--- config.mk ---
export PLATFORM = sky130hd
export DESIGN_NAME = word_copy_dma_engine_flat
export DESIGN_NICKNAME = d
export VERILOG_FILES = /design/src/hdl/wcde_pkg.sv /design/src/hdl/wcde_req_if.sv /design/src/hdl/wcde_rsp_if.sv /design/src/hdl/wcde_decode.sv /design/src/hdl/wcde_core.sv /design/src/hdl/word_copy_dma_engine.sv /design/src/flat_wrapper.sv
export SDC_FILE = /design/constraint.sdc
export NUM_CORES = 1
export LEC_CHECK = 0
export ABC_AREA = 1
export BUFFER_PORTS_ARGS = -buffer_cell sky130_fd_sc_hd__buf_2
export CELL_PAD_IN_SITES_DETAIL_PLACEMENT = 0
export CELL_PAD_IN_SITES_GLOBAL_PLACEMENT = 1
export CORE_UTILIZATION = 42
export CTS_CLUSTER_DIAMETER = 100
export DETAILED_ROUTE_END_ITERATION = 12
export PLACE_DENSITY = 0.87
export SYNTH_ARGS = -nofsm -noshare
export SYNTH_HDL_FRONTEND = slang
export SYNTH_SLANG_ARGS = --single-unit
--- constraint.sdc ---
create_clock -name i_clk -period 3.9 [get_ports i_clk]
set_input_delay 0.195 -clock i_clk [delete_from_list [all_inputs] [get_ports i_clk]]
set_output_delay 0.195 -clock i_clk [all_outputs]
set_load 0.01 [all_outputs]
--- src/hdl/wcde_pkg.sv ---
// ----------------------------------------------------------------------------
// wcde_pkg
// Types and constants shared by the word copy DMA engine.
// ----------------------------------------------------------------------------
package wcde_pkg;

    localparam int unsigned WordW = 32;

    // Register offsets from the configured base
    localparam logic [WordW-1:0] REG_SOURCE = 32'h0;
    localparam logic [WordW-1:0] REG_DEST   = 32'h4;
    localparam logic [WordW-1:0] REG_SIZE   = 32'h8;
    localparam logic [WordW-1:0] REG_START  = 32'hc;

    localparam logic [WordW-1:0] WORD_BYTES = 32'd4;

    typedef struct packed {
        logic             clear_line;
        logic [WordW-1:0] bus_address;
        logic [WordW-1:0] bus_data;
        logic [WordW-1:0] memory_read_data;
    } t_req;

    typedef struct packed {
        logic [WordW-1:0] memory_address;
        logic [WordW-1:0] memory_write_data;
        logic             write_not_read;
        logic             done_interrupt;
    } t_rsp;

    // One-hot register write strobes from the slave decoder
    typedef struct packed {
        logic source;
        logic dest;
        logic size;
        logic start;
    } t_reg_sel;

endpackage

--- src/hdl/wcde_req_if.sv ---
// ----------------------------------------------------------------------------
// wcde_req_if
// Valid/ready channel carrying one bus tick request.
// ----------------------------------------------------------------------------
interface wcde_req_if;
    import wcde_pkg::*;

    logic valid;
    logic ready;
    t_req payload;

    modport source (output valid, output payload, input ready);
    modport sink   (input valid, input payload, output ready);
endinterface

--- src/hdl/wcde_rsp_if.sv ---
// ----------------------------------------------------------------------------
// wcde_rsp_if
// Valid/ready channel carrying the master bus view after one tick.
// ----------------------------------------------------------------------------
interface wcde_rsp_if;
    import wcde_pkg::*;

    logic valid;
    logic ready;
    t_rsp payload;

    modport source (output valid, output payload, input ready);
    modport sink   (input valid, input payload, output ready);
endinterface

--- src/hdl/wcde_decode.sv ---
// ----------------------------------------------------------------------------
// wcde_decode
// Slave address decoder: matches the bus address against the four registers.
// ----------------------------------------------------------------------------
module wcde_decode
    import wcde_pkg::*;
(
    input  logic [WordW-1:0] i_bus_address,
    input  logic [WordW-1:0] i_register_base,
    output t_reg_sel         o_sel
);

    logic [WordW-1:0] rel;

    // offset wraps modulo 2^32
    assign rel = i_bus_address - i_register_base;

    always_comb begin
        o_sel = '0;
        unique case (rel)
            REG_SOURCE: o_sel.source = 1'b1;
            REG_DEST:   o_sel.dest   = 1'b1;
            REG_SIZE:   o_sel.size   = 1'b1;
            REG_START:  o_sel.start  = 1'b1;
            default:    o_sel        = '0;
        endcase
    end

endmodule

--- src/hdl/wcde_core.sv ---
// ----------------------------------------------------------------------------
// wcde_core
// Control registers and the four-phase word copy sequencer.
// ----------------------------------------------------------------------------
module wcde_core
    import wcde_pkg::*;
(
    input  logic     i_clk,
    input  logic     i_rst_n,
    input  logic     i_advance,
    input  t_req     i_req,
    input  t_reg_sel i_sel,
    output t_rsp     o_rsp
);

    localparam logic [1:0] PH_ISSUE = 2'd0;
    localparam logic [1:0] PH_WAIT  = 2'd1;
    localparam logic [1:0] PH_LATCH = 2'd2;
    localparam logic [1:0] PH_WRITE = 2'd3;

    logic [WordW-1:0] r_source,    n_source;
    logic [WordW-1:0] r_dest,      n_dest;
    logic [WordW-1:0] r_bytes,     n_bytes;
    logic [WordW-1:0] r_start,     n_start;
    logic [1:0]       r_phase,     n_phase;
    logic [WordW-1:0] r_offset,    n_offset;
    logic [WordW-1:0] r_held,      n_held;
    logic             r_irq,       n_irq;
    logic [WordW-1:0] r_addr_out,  n_addr_out;
    logic [WordW-1:0] r_wdata_out, n_wdata_out;
    logic             r_rw_out,    n_rw_out;

    logic             running;
    logic             tail;
    logic [WordW-1:0] step;

    assign running = (r_start == 32'd1);
    assign tail    = (r_bytes[WordW-1:2] == '0);
    // whole word uses the running offset, a short tail uses the byte count
    assign step    = tail ? r_bytes : r_offset;

    always_comb begin
        n_source    = r_source;
        n_dest      = r_dest;
        n_bytes     = r_bytes;
        n_start     = r_start;
        n_phase     = r_phase;
        n_offset    = r_offset;
        n_held      = r_held;
        n_irq       = r_irq;
        n_addr_out  = r_addr_out;
        n_wdata_out = r_wdata_out;
        n_rw_out    = r_rw_out;

        priority if (running) begin
            if (r_bytes != '0) begin
                unique case (r_phase)
                    PH_ISSUE: begin
                        n_addr_out  = r_source + step;
                        n_wdata_out = '0;
                        n_rw_out    = 1'b0;
                        n_phase     = PH_WAIT;
                    end
                    PH_WAIT: begin
                        n_phase = PH_LATCH;
                    end
                    PH_LATCH: begin
                        n_held  = i_req.memory_read_data;
                        n_phase = PH_WRITE;
                    end
                    PH_WRITE: begin
                        n_addr_out  = r_dest + step;
                        n_wdata_out = r_held;
                        n_rw_out    = 1'b1;
                        n_phase     = PH_ISSUE;
                        if (tail) begin
                            n_bytes = '0;
                        end else begin
                            n_offset = r_offset + WORD_BYTES;
                            n_bytes  = r_bytes - WORD_BYTES;
                        end
                    end
                    default: n_phase = PH_ISSUE;
                endcase
            end else begin
                n_irq   = 1'b1;
                n_start = '0;
            end
        end else if (i_req.clear_line && r_irq) begin
            // acknowledge: phase and master outputs are kept
            n_source = '0;
            n_dest   = '0;
            n_bytes  = '0;
            n_start  = '0;
            n_offset = '0;
            n_held   = '0;
            n_irq    = 1'b0;
        end else if (!i_req.clear_line) begin
            if (i_sel.source) n_source = i_req.bus_data;
            if (i_sel.dest)   n_dest   = i_req.bus_data;
            if (i_sel.size)   n_bytes  = i_req.bus_data;
            if (i_sel.start)  n_start  = i_req.bus_data;
        end else begin
            // hold everything: clear with no interrupt pending
        end
    end

    always_ff @(posedge i_clk) begin
        if (!i_rst_n) begin
            r_source    <= '0;
            r_dest      <= '0;
            r_bytes     <= '0;
            r_start     <= '0;
            r_phase     <= PH_ISSUE;
            r_offset    <= '0;
            r_held      <= '0;
            r_irq       <= 1'b0;
            r_addr_out  <= '0;
            r_wdata_out <= '0;
            r_rw_out    <= 1'b0;
        end else if (i_advance) begin
            r_source    <= n_source;
            r_dest      <= n_dest;
            r_bytes     <= n_bytes;
            r_start     <= n_start;
            r_phase     <= n_phase;
            r_offset    <= n_offset;
            r_held      <= n_held;
            r_irq       <= n_irq;
            r_addr_out  <= n_addr_out;
            r_wdata_out <= n_wdata_out;
            r_rw_out    <= n_rw_out;
        end
    end

    assign o_rsp.memory_address    = r_addr_out;
    assign o_rsp.memory_write_data = r_wdata_out;
    assign o_rsp.write_not_read    = r_rw_out;
    assign o_rsp.done_interrupt    = r_irq;

endmodule

--- src/hdl/word_copy_dma_engine.sv ---
// ----------------------------------------------------------------------------
// word_copy_dma_engine
// Word copy DMA controller stepped one bus tick per request.
// ----------------------------------------------------------------------------
// Each request on i_req is one clock tick of the system bus: the slave address
// and data, the clear line and the memory read data. The engine takes one
// request every cycle while its responses are taken and returns exactly one
// response per request, in the cycle after it is accepted, giving the master
// address, write data, access kind and the done interrupt as they stand after
// that tick. The response register is the engine's own state (master outputs
// and interrupt); a stalled response holds i_req.ready low until it is taken.
// While no transfer runs, slave writes with clear_line low at base + 0x0, 0x4,
// 0x8 and 0xc load source, destination, byte count and start; the base comes
// from the configuration register written through i_cfg_wr_en / i_cfg_wr_data.
// Writing start to one with a non-zero count runs the copy: every word goes
// through four phases, one request each (issue read, wait, latch data, write),
// and a tail under four bytes is addressed at the source or destination start
// plus the remaining count. When the count reaches zero the interrupt rises and
// holds until a request with clear_line set acknowledges it.
// ----------------------------------------------------------------------------
module word_copy_dma_engine
    import wcde_pkg::*;
(
    input  logic             i_clk,
    input  logic             i_rst_n,
    wcde_req_if.sink         i_req,
    wcde_rsp_if.source       o_rsp,
    input  logic             i_cfg_wr_en,
    input  logic [WordW-1:0] i_cfg_wr_data
);

    logic [WordW-1:0] r_register_base;
    logic             r_rsp_valid, n_rsp_valid;
    logic             advance;
    t_reg_sel         sel;
    t_rsp             core_rsp;

    // Take a new request whenever the response slot is empty or being drained
    assign i_req.ready = !r_rsp_valid || o_rsp.ready;
    assign advance     = i_req.valid && i_req.ready;

    // Hold the response until taken, refill it on every accepted request
    assign n_rsp_valid = advance || (r_rsp_valid && !o_rsp.ready);

    always_ff @(posedge i_clk) begin
        if (!i_rst_n) begin
            r_rsp_valid     <= 1'b0;
            r_register_base <= '0;
        end else begin
            r_rsp_valid <= n_rsp_valid;
            if (i_cfg_wr_en) begin
                r_register_base <= i_cfg_wr_data;
            end
        end
    end

    // Slave address decode against the configured base
    wcde_decode u_decode (
        .i_bus_address   (i_req.payload.bus_address),
        .i_register_base (r_register_base),
        .o_sel           (sel)
    );

    // Control registers and copy sequencer; advance only on accepted requests
    wcde_core u_core (
        .i_clk     (i_clk),
        .i_rst_n   (i_rst_n),
        .i_advance (advance),
        .i_req     (i_req.payload),
        .i_sel     (sel),
        .o_rsp     (core_rsp)
    );

    assign o_rsp.valid   = r_rsp_valid;
    assign o_rsp.payload = core_rsp;

endmodule

--- src/flat_wrapper.sv ---
// flat-port wrapper written by rule: the top's interface ports become plain ports
module word_copy_dma_engine_flat import wcde_pkg::*;
  (i_clk, i_rst_n, i_cfg_wr_en, i_cfg_wr_data, i_req_valid, i_req_payload, i_req_ready, o_rsp_valid, o_rsp_payload, o_rsp_ready);
  wcde_req_if i_req_i ();
  wcde_rsp_if o_rsp_i ();
  input  logic i_clk;
  input  logic i_rst_n;
  input  logic i_cfg_wr_en;
  input  logic [WordW-1:0] i_cfg_wr_data;
  input wire logic [$bits(i_req_i.valid)-1:0] i_req_valid;
  input wire logic [$bits(i_req_i.payload)-1:0] i_req_payload;
  output wire logic [$bits(i_req_i.ready)-1:0] i_req_ready;
  output wire logic [$bits(o_rsp_i.valid)-1:0] o_rsp_valid;
  output wire logic [$bits(o_rsp_i.payload)-1:0] o_rsp_payload;
  input wire logic [$bits(o_rsp_i.ready)-1:0] o_rsp_ready;
  assign i_req_i.valid = i_req_valid;
  assign i_req_i.payload = i_req_payload;
  assign i_req_ready = i_req_i.ready;
  assign o_rsp_valid = o_rsp_i.valid;
  assign o_rsp_payload = o_rsp_i.payload;
  assign o_rsp_i.ready = o_rsp_ready;
  word_copy_dma_engine u_core (.i_clk(i_clk), .i_rst_n(i_rst_n), .i_req(i_req_i), .o_rsp(o_rsp_i), .i_cfg_wr_en(i_cfg_wr_en), .i_cfg_wr_data(i_cfg_wr_data));
endmodule
==> results of run 1 <==
placed cells by master (no fill, tap or decap), drive strengths merged, types with 45 or more instances in the layout:
cell	synthesis	routed
nand2	641	641
inv	367	370
nor2	360	360
a21oi	302	302
dfxtp	291	291
buf	60	247
nand3	201	201
o21ai	137	137
dlygate4sd3	0	69
ha	68	68
nand4	48	48
clkbuf	71	47
nor3	45	45
registers in the layout (all words and copies together), names as in the netlist, 2 cells and up:
signal / cells
u_core.u_core.r_source: 32
u_core.u_core.r_held: 32
u_core.u_core.r_addr_out: 32
u_core.u_core.r_wdata_out: 32
u_core.u_core.r_phase: 2
u_core.r_register_base: 32
u_core.u_core.r_start: 32
u_core.u_core.r_bytes: 32
u_core.u_core.r_dest: 32
u_core.u_core.r_offset: 30
cells by family (layout without fill, tap and decap cells):
logic type      after synthesis  count (layout)  synth area share (%)
fa+ha+maj                    69              69                  4.79
other cells                   0               1                     0
mux                          23              23                  1.42
buf+inv                     501             748                  11.1
simple gates               1367            1367                  32.2
xor+xnor                     58              58                  2.79
compound gates              526             526                  15.6
flops                       291             291                  32.1
power groups by stage:
stage / Clock (mW) / Combinational [mW] / Sequential (mW)
2_1_floorplan: 0 / 0.567 / 3.07
3_3_place_gp: 0 / 0.822 / 3.07
3_5_place_dp: 0 / 0.829 / 3.07
4_1_cts: 3.40 / 0.889 / 3.00
5_1_grt: 3.53 / 1.00 / 3.00
6_report: 3.34 / 0.893 / 3.00
repair_timing:
item,4_1_cts,5_1_grt
hold endpoints to repair,66,0
hold buffers,69,0
setup endpoints to repair,0,15
gates resized for setup,0,6
layout make-up:
| type | instances | share of cell area (%) |
|---|---|---|
| tap | 577 | 3.34 |
| inverter | 370 | 6.43 |
| sequential | 291 | 27.0 |
| clock buffer | 47 | 4.59 |
| antenna | 1 | 0.0116 |
| multi-input combinational | 2043 | 48.0 |
| clock inverter | 15 | 0.782 |
| timing repair buffer | 316 | 9.83 |
worst register-to-register path, stage by stage (launching register included):
cell and delay, ps:
sky130_fd_sc_hd__dfxtp_1 310, sky130_fd_sc_hd__inv_1 160, sky130_fd_sc_hd__ha_1 190, sky130_fd_sc_hd__inv_1 70, sky130_fd_sc_hd__nor3_1 150, sky130_fd_sc_hd__nand3_1 150, sky130_fd_sc_hd__nor2_4 240, sky130_fd_sc_hd__buf_4 230
sky130_fd_sc_hd__buf_4 190, sky130_fd_sc_hd__nor2_1 70, sky130_fd_sc_hd__ha_1 300, sky130_fd_sc_hd__nand2_1 110, sky130_fd_sc_hd__nor4_1 380, sky130_fd_sc_hd__nand2_1 90, sky130_fd_sc_hd__o211ai_1 300, sky130_fd_sc_hd__a21o_1 190
sky130_fd_sc_hd__a21oi_1 80, sky130_fd_sc_hd__or2_2 270, sky130_fd_sc_hd__nand3_1 70, sky130_fd_sc_hd__nand2_1 50, sky130_fd_sc_hd__inv_1 40
cells in the mapped netlist, types with 16 or more instances:
cell type and count:
sky130_fd_sc_hd__a211oi_1 36, sky130_fd_sc_hd__a21oi_1 302, sky130_fd_sc_hd__buf_1 16, sky130_fd_sc_hd__buf_2 20, sky130_fd_sc_hd__buf_4 18, sky130_fd_sc_hd__clkbuf_1 71
sky130_fd_sc_hd__dfxtp_1 291, sky130_fd_sc_hd__ha_1 68, sky130_fd_sc_hd__inv_1 363, sky130_fd_sc_hd__mux2_2 22, sky130_fd_sc_hd__nand2_1 634, sky130_fd_sc_hd__nand3_1 200
sky130_fd_sc_hd__nand3b_1 32, sky130_fd_sc_hd__nand4_1 48, sky130_fd_sc_hd__nor2_1 352, sky130_fd_sc_hd__nor3_1 41, sky130_fd_sc_hd__nor4_1 17, sky130_fd_sc_hd__o21ai_0 137
sky130_fd_sc_hd__xnor2_1 20, sky130_fd_sc_hd__xor2_1 38
metal layers:
| metal | vias up | GRT usage [%] | routed length, um |
|---|---|---|---|
| li1 | 9660 | - | - |
| met2 | 447 | 42.7 | 26700 |
| met5 | - | 0 | 0 |
| met4 | 0 | 8.13 | 1500 |
| met1 | 8693 | 34.8 | 26600 |
| met3 | 93 | 3.61 | 3010 |
how the worst max path moves through the flow:
| stage | slack, ps | end | cells past startpoint |
|---|---|---|---|
| 2_1_floorplan | 440 | u_core.u_core.r_addr_out[24] | 14 |
| 6_report | 250 | u_core.u_core.r_addr_out[28] | 20 |
| 3_3_place_gp | 100 | u_core.u_core.r_addr_out[25] | 21 |
| 5_1_grt | -70 | u_core.u_core.r_addr_out[28] | 22 |
| 4_1_cts | 80 | u_core.u_core.r_addr_out[25] | 21 |
| 3_5_place_dp | 110 | u_core.u_core.r_addr_out[25] | 21 |
per-stage QoR:
step           area (um2)  hold slack, ps  setup WS (ps)
2_1_floorplan       18200             329            439
6_report            21600            34.4            248
3_3_place_gp        19700             420            101
3_5_place_dp        19700             428            112
5_1_grt             21600            42.0          -68.2
4_1_cts             21600            4.11           77.2
==> out/metrics.sh, run 1 <==
OUTCOME='completed'
CP.ARRIVAL_PS=4160
FIN_SKEW_PS=21.1
EDFF_COUNT_SYNTH=0
GRT_USE_TOTAL_PCT=25.8
PLACE_INST=3528
DRTANTENNAVIOLNETS=0
DETAIL_ROUTE.FIRST_PASS.ITERATIONS=7
NETLIST.TOP_CELL.BY_AREA='sky130_fd_sc_hd__dfxtp_1'
TOTAL_NET_SWITCHING_POWER_mW=1.98
REGTOREGENDPOINT='u_core.u_core.r_addr_out[28]'
POWER_PER_CELL_AREA_nW_PER_UM2=335
NUMCTSBUFFERS=35
SHARE_OF_TOTAL_POWER_IN_SEQUENTIAL_CELLS_PCT=41.5
SYNTHARSTFLOPSHARE_PCT=0
CHIPHEIGHT_UM=210
IO-PIN-COUNT=202
SYN-NUM-NETS=3038
FINAL_NETS=3260
SETUP_VIOL_COUNT_FINAL=0
PWR-SHARE-COMB_PCT=12.3
IR_DROP_V=0.000324
CTS_TREE='built'
CLKSLEWWORSTSETUPHOLDPATHS_PS=60
HOLDPATHSTAGES=5
REPORT.FINAL.HOLD_VIOL_COUNT=0
WORST_R2R_PATH_DEPTH=20
SYNTHESIS.INSTANCES=2835
TOTAL_CHIP_POWER_mW=7.24
DIE_AREA_UM2=44100
POWER_REPORT.INTERNAL_TOTAL_mW=5.26
IO_BUFFERS=201
DRT_FIRST_ITER_VIOLATIONS=1235
CTS.ROOT.BUFFER_CELL='sky130_fd_sc_hd__clkbuf_16'
WL_PER_CELL_UM=15.8
CP-END-KIND='flip-flop'
GRT_PASS1_VIAS=17600
FMAX_MHz=274
FLOORPLAN.CORE_AREA_UM2=42300
CRIT_CHAIN='inv_1, ha_1, inv_1, nor3_1, nand3_1, nor2_4, buf_4, buf_4, nor2_1, ha_1, nand2_1, nor4_1, nand2_1, o211ai_1, a21o_1, a21oi_1, or2_2, nand3_1, nand2_1, inv_1'
AREA_OF_COMBINATIONAL_CELLS_WITH_MULTIPLE_INPUTS_UM2=10400
CP-START-KIND='flip-flop'
WORST-SLEW-PIN-TRANSITION_PS=1070
WORST_PATH_TOP_CELL_FAMILY_BY_DELAY='simple AND/OR/NAND/NOR gates'
MIN-DELAY-PATH-CLASS='in -> reg'
MAPPEDNETLISTAREA_UM2=18200
POWER.STATIC_LEAKAGE_nW=10.1
GRT_START_MAX_NET_PINS=136
CTS_MAX_LEVEL=2
SLOWEST_STAGE='sky130_fd_sc_hd__nor4_1'
SETUP.WORST_PATH.CLASS='reg -> reg'
SYNTH_TOP_CELL_AREA_SHARE_PCT=32.1
DIE_WIDTH_UM=210
VIA_COUNT=18900
GRT_SETUP_UNREPAIRED='true'
FIN_CRIT_SH_PCT=93.6
AVGSYNTHCELLAREA_UM2=6.41
SLEW_VIOLATIONS=0
CTS.PATH.MAX_BUFFERS=3
TNS_PS=0
TIMING.MAX_CAP.VIOLATIONS=0
CLKPWRFRAC_PCT=46.2
FIRST_PASS_GRT_WIRE_LENGTH_MM=91.8
SYNTH_WARNINGS=0
SYNTH_SEQ_AREA_SHARE_PCT=32.1
FP-ROW-COUNT=75
VIAS_PER_CELL=5.16
HOLDCRITSTARTPOINT='i_req_payload[54]'
NUMBER_OF_ANTENNA_VIOLATIONS_AT_THE_FIRST_CHECK_IN_GLOBAL_ROUTING=1
YOSYS.CELL_TYPES.COUNT=45
WORST-ENDPOINT-REQUIRED_PS=4410
POST_CTS.REPAIR.SETUP_BUFFERS=0
DRT-TOTAL-WL_MM=57.8
PATH_BUF_INV=5
NETLIST_TOP_CELLS_AREA='sky130_fd_sc_hd__dfxtp_1 (32%), sky130_fd_sc_hd__nand2_1 (13%), sky130_fd_sc_hd__a21oi_1 (8.3%), sky130_fd_sc_hd__inv_1 (7.5%), sky130_fd_sc_hd__nor2_1 (7.3%)'
SYNTH.FF_LATCH_COUNT=291
POSTSYNTH.TOPFLOPCELL='sky130_fd_sc_hd__dfxtp_1'
CTS_SINK_CNT=291
MIN_TO='u_core.u_core.r_source[22]'
FINAL_UTIL_PCT=51.0
DRIVE_ABOVE_1_SHARE_PCT=11.9
REG2REG_FROM='u_core.u_core.r_bytes[2]'
MAX_SLEW_MARGIN_PCT=27.7
CRITICAL_PATH_PEAK_FANOUT=10
FINAL-SEQ-AREA_UM2=5830
LAYOUT.FILLER_CELLS=4350
MIN_PERIOD_PS=3650
DETAILEDPLACEMENTHPWL_MM=42.3
LAYOUTNONFILLERINSTCOUNT=3660
CLOCK_LATENCY_PS=560
SYN_TO_FINAL_GROWTH_PCT=18.8
START_UTIL_PCT=42.9
GRT-OVFL-TOTAL=0
GPL.FINAL_WEIGHTED_CONGESTION=0.926
REG2REG_SLACK_PS=250
POWER.SWITCHING_FRACTION_PCT=27.3
STARTPOINT='u_core.u_core.r_bytes[2]'
DRT_DRC_VIOLATIONS_LEFT=0
TIMING.CRITICAL_PATH.SLOWEST_CELL_DELAY_PS=380
No activity file was read; power rests on OpenSTA's default activity.
==> run 2, diff against run 1 <==
CORE_MARGIN = 10   (was not set)
==> out/metrics.sh, run 2 (same netlist as run 1, synthesis figures left out) <==
CTS_MAX_LEVEL=2  # unchanged
REPORT.FINAL.HOLD_VIOL_COUNT=0  # unchanged
TIMING.MAX_CAP.VIOLATIONS=0  # unchanged
HOLDPATHSTAGES=5  # unchanged
VIAS_PER_CELL=5.21  # +0.96%
TIMING.CRITICAL_PATH.SLOWEST_CELL_DELAY_PS=340  # -40 ps
CTS_SINK_CNT=291  # unchanged
FLOORPLAN.CORE_AREA_UM2=42900  # +1.3%
GRT-OVFL-TOTAL=0  # unchanged
GRT_START_MAX_NET_PINS=199  # +46%
CTS_TREE='built'
SLOWEST_STAGE='sky130_fd_sc_hd__dfxtp_1'
STARTPOINT='u_core.u_core.r_bytes[8]'
CRITICAL_PATH_PEAK_FANOUT=19  # +9
REG2REG_SLACK_PS=300  # +50 ps
CTS.ROOT.BUFFER_CELL='sky130_fd_sc_hd__clkbuf_16'
GRT_USE_TOTAL_PCT=22.1  # -3.8 points
IO-PIN-COUNT=202  # unchanged
NUMCTSBUFFERS=36  # +2.9%
DIE_AREA_UM2=52000  # +18%
CLOCK_LATENCY_PS=560  # about the same
PATH_COMMON_CELL='sky130_fd_sc_hd__a21oi_1'
MIN_PERIOD_PS=3600  # -53.6 ps
REG2REG_FROM='u_core.u_core.r_bytes[8]'
SLEW_VIOLATIONS=0  # unchanged
GRT_PASS1_VIAS=18300  # +4.0%
NUMBER_OF_ANTENNA_VIOLATIONS_AT_THE_FIRST_CHECK_IN_GLOBAL_ROUTING=1  # unchanged
DRIVE_ABOVE_1_SHARE_PCT=12.3  # +0.39 points
DIE_WIDTH_UM=228  # +8.6%
TNS_PS=0  # unchanged
MET3WIRELENGTH_MM=3.97  # +32%
FMAX_MHz=278  # +1.5%
WL_MET2_MM=28.1  # +5.3%
TOPROUTINGLAYERUSED='met4'
GRT_SETUP_UNREPAIRED='false'
WORST-ENDPOINT-REQUIRED_PS=4340  # -70 ps
VIA_COUNT=19200  # +1.7%
POWER.STATIC_LEAKAGE_nW=10.3  # +1.2%
LAYOUT.FILLER_CELLS=4315  # -0.80%
IR_DROP_V=0.000322  # -0.66%
DRTANTENNAVIOLNETS=0  # unchanged
DETAILEDPLACEMENTHPWL_MM=44.2  # +4.6%
DRT_DRC_VIOLATIONS_LEFT=0  # unchanged
FIN_CRIT_SH_PCT=92.3  # -1.4 points
POWER_PER_CELL_AREA_nW_PER_UM2=345  # +2.9%
MIN_TO='u_core.u_core.r_source[17]'
DETAIL_ROUTE.FIRST_PASS.ITERATIONS=6  # -1
POST_CTS.REPAIR.SETUP_BUFFERS=0  # unchanged
CP.ARRIVAL_PS=4030  # -130 ps
WORST_R2R_PATH_DEPTH=18  # -10%
SETUP.WORST_PATH.CLASS='reg -> reg'
CHIPHEIGHT_UM=228  # +8.6%
MOSTFREQUENTLAYOUTCELL='sky130_fd_sc_hd__nand2_1'
GPL.FINAL_WEIGHTED_CONGESTION=0.950  # +2.6%
HOLD-WORST-SLACK_PS=24.2  # -10.2 ps
FINAL_NETS=3274  # +0.43%
START_UTIL_PCT=42.4  # -0.57 points
FIN_SKEW_PS=26.2  # +5.07 ps
OUTCOME='completed'
MAX_SLEW_MARGIN_PCT=36.4  # +8.7 points
WL_PER_CELL_UM=16.2  # +2.8%
IO_BUFFERS=201  # unchanged
MET1_LENGTH_MM=25.8  # -2.9%
MIN-DELAY-PATH-CLASS='in -> reg'
LAYOUT.CELLS.MOST_COMMON_LIST='sky130_fd_sc_hd__nand2_1 (633), sky130_fd_sc_hd__inv_1 (363), sky130_fd_sc_hd__nor2_1 (344)'
SYN_TO_FINAL_GROWTH_PCT=20.4
CP-START-KIND='flip-flop'
REGTOREGENDPOINT='u_core.u_core.r_addr_out[16]'
CLKSLEWWORSTSETUPHOLDPATHS_PS=60  # about the same
FIRST_PASS_GRT_WIRE_LENGTH_MM=95.1  # +3.6%
WORST-SLEW-PIN-TRANSITION_PS=955  # -118 ps
DRT-TOTAL-WL_MM=59.8  # +3.5%
CRIT_CHAIN='nor2_1, nand2_1, inv_1, nand4_1, nor2_4, buf_12, buf_6, nor2_1, ha_1, a21oi_1, a21boi_0, o21bai_1, a21boi_1, buf_4, inv_1, a21oi_1, xor2_1, a21oi_1'
SETUP_VIOL_COUNT_FINAL=0  # unchanged
FP-ROW-COUNT=76  # +1.3%
CTS.PATH.MAX_BUFFERS=3  # unchanged
DRT_FIRST_ITER_VIOLATIONS=1407  # +14%
CP-END-KIND='flip-flop'
HOLDCRITSTARTPOINT='i_req_payload[49]'
## run 2: critical path: cells and delay by family, from the launching register on
family          cells  cell delay (ps)
compound gates      6             1210
xor+xnor            1              180
fa+ha+maj           1              330
buf+inv             5              630
flops               1              340
simple gates        5              790
## run 2: metrics by stage
stage / area (um2) / total power, mW / cells / setup WS (ps) / utilization, %
2_1_floorplan: 18200 / 3.63 / 2835 / 439 / -
3_3_place_gp: 19700 / 3.89 / 3538 / 105 / 46.0
3_5_place_dp: 19700 / 3.90 / 3538 / 40.7 / 46.0
4_1_cts: 21800 / 7.62 / 3684 / 35.1 / 50.9
5_1_grt: 21900 / 7.84 / 3685 / 24.4 / 51.0
6_report: 21900 / 7.55 / 3685 / 302 / 51.0
## run 2: layout make-up
type	instances	area [um2]	area share, %
inverters	370	1390	6.35
clock inverters	20	279	1.28
multi-input cells	2043	10400	47.5
diodes	1	2.50	0.0114
flip-flops and latches	291	5830	26.6
repair buffers	329	2240	10.2
clock buffers	46	1020	4.65
well taps	585	732	3.34
## run 2: where the power goes
part | internal (mW) | switching (mW)
Combinational | 0.333 | 0.577
Clock | 2.21 | 1.43
Sequential | 3.00 | 0.00730
Total | 5.54 | 2.01
## run 2: worst max path at each step
| stage | end | slack [ps] | cells past startpoint |
|---|---|---|---|
| after floorplan | u_core.u_core.r_addr_out[24] | 440 | 14 |
| after global placement | u_core.u_core.r_addr_out[25] | 100 | 21 |
| after detailed placement | u_core.u_core.r_addr_out[25] | 40 | 21 |
| after CTS | u_core.u_core.r_addr_out[25] | 40 | 21 |
| after global routing | u_core.u_core.r_addr_out[16] | 20 | 21 |
| final | u_core.u_core.r_addr_out[16] | 300 | 18 |
## run 2: routing by layer
metal  global-route usage (%)  up-vias
li1                         -     9676
met4                     8.06        0
met2                     36.9      551
met5                        0        -
met1                     27.8     8862
met3                     4.18      116
## run 2: timing repair
| action | CTS | global route |
|---|---|---|
| endpoints found under the hold margin | 73 | 0 |
| gates resized for setup | 0 | 15 |
| hold buffers | 80 | 0 |
| setup endpoints to repair | 0 | 18 |
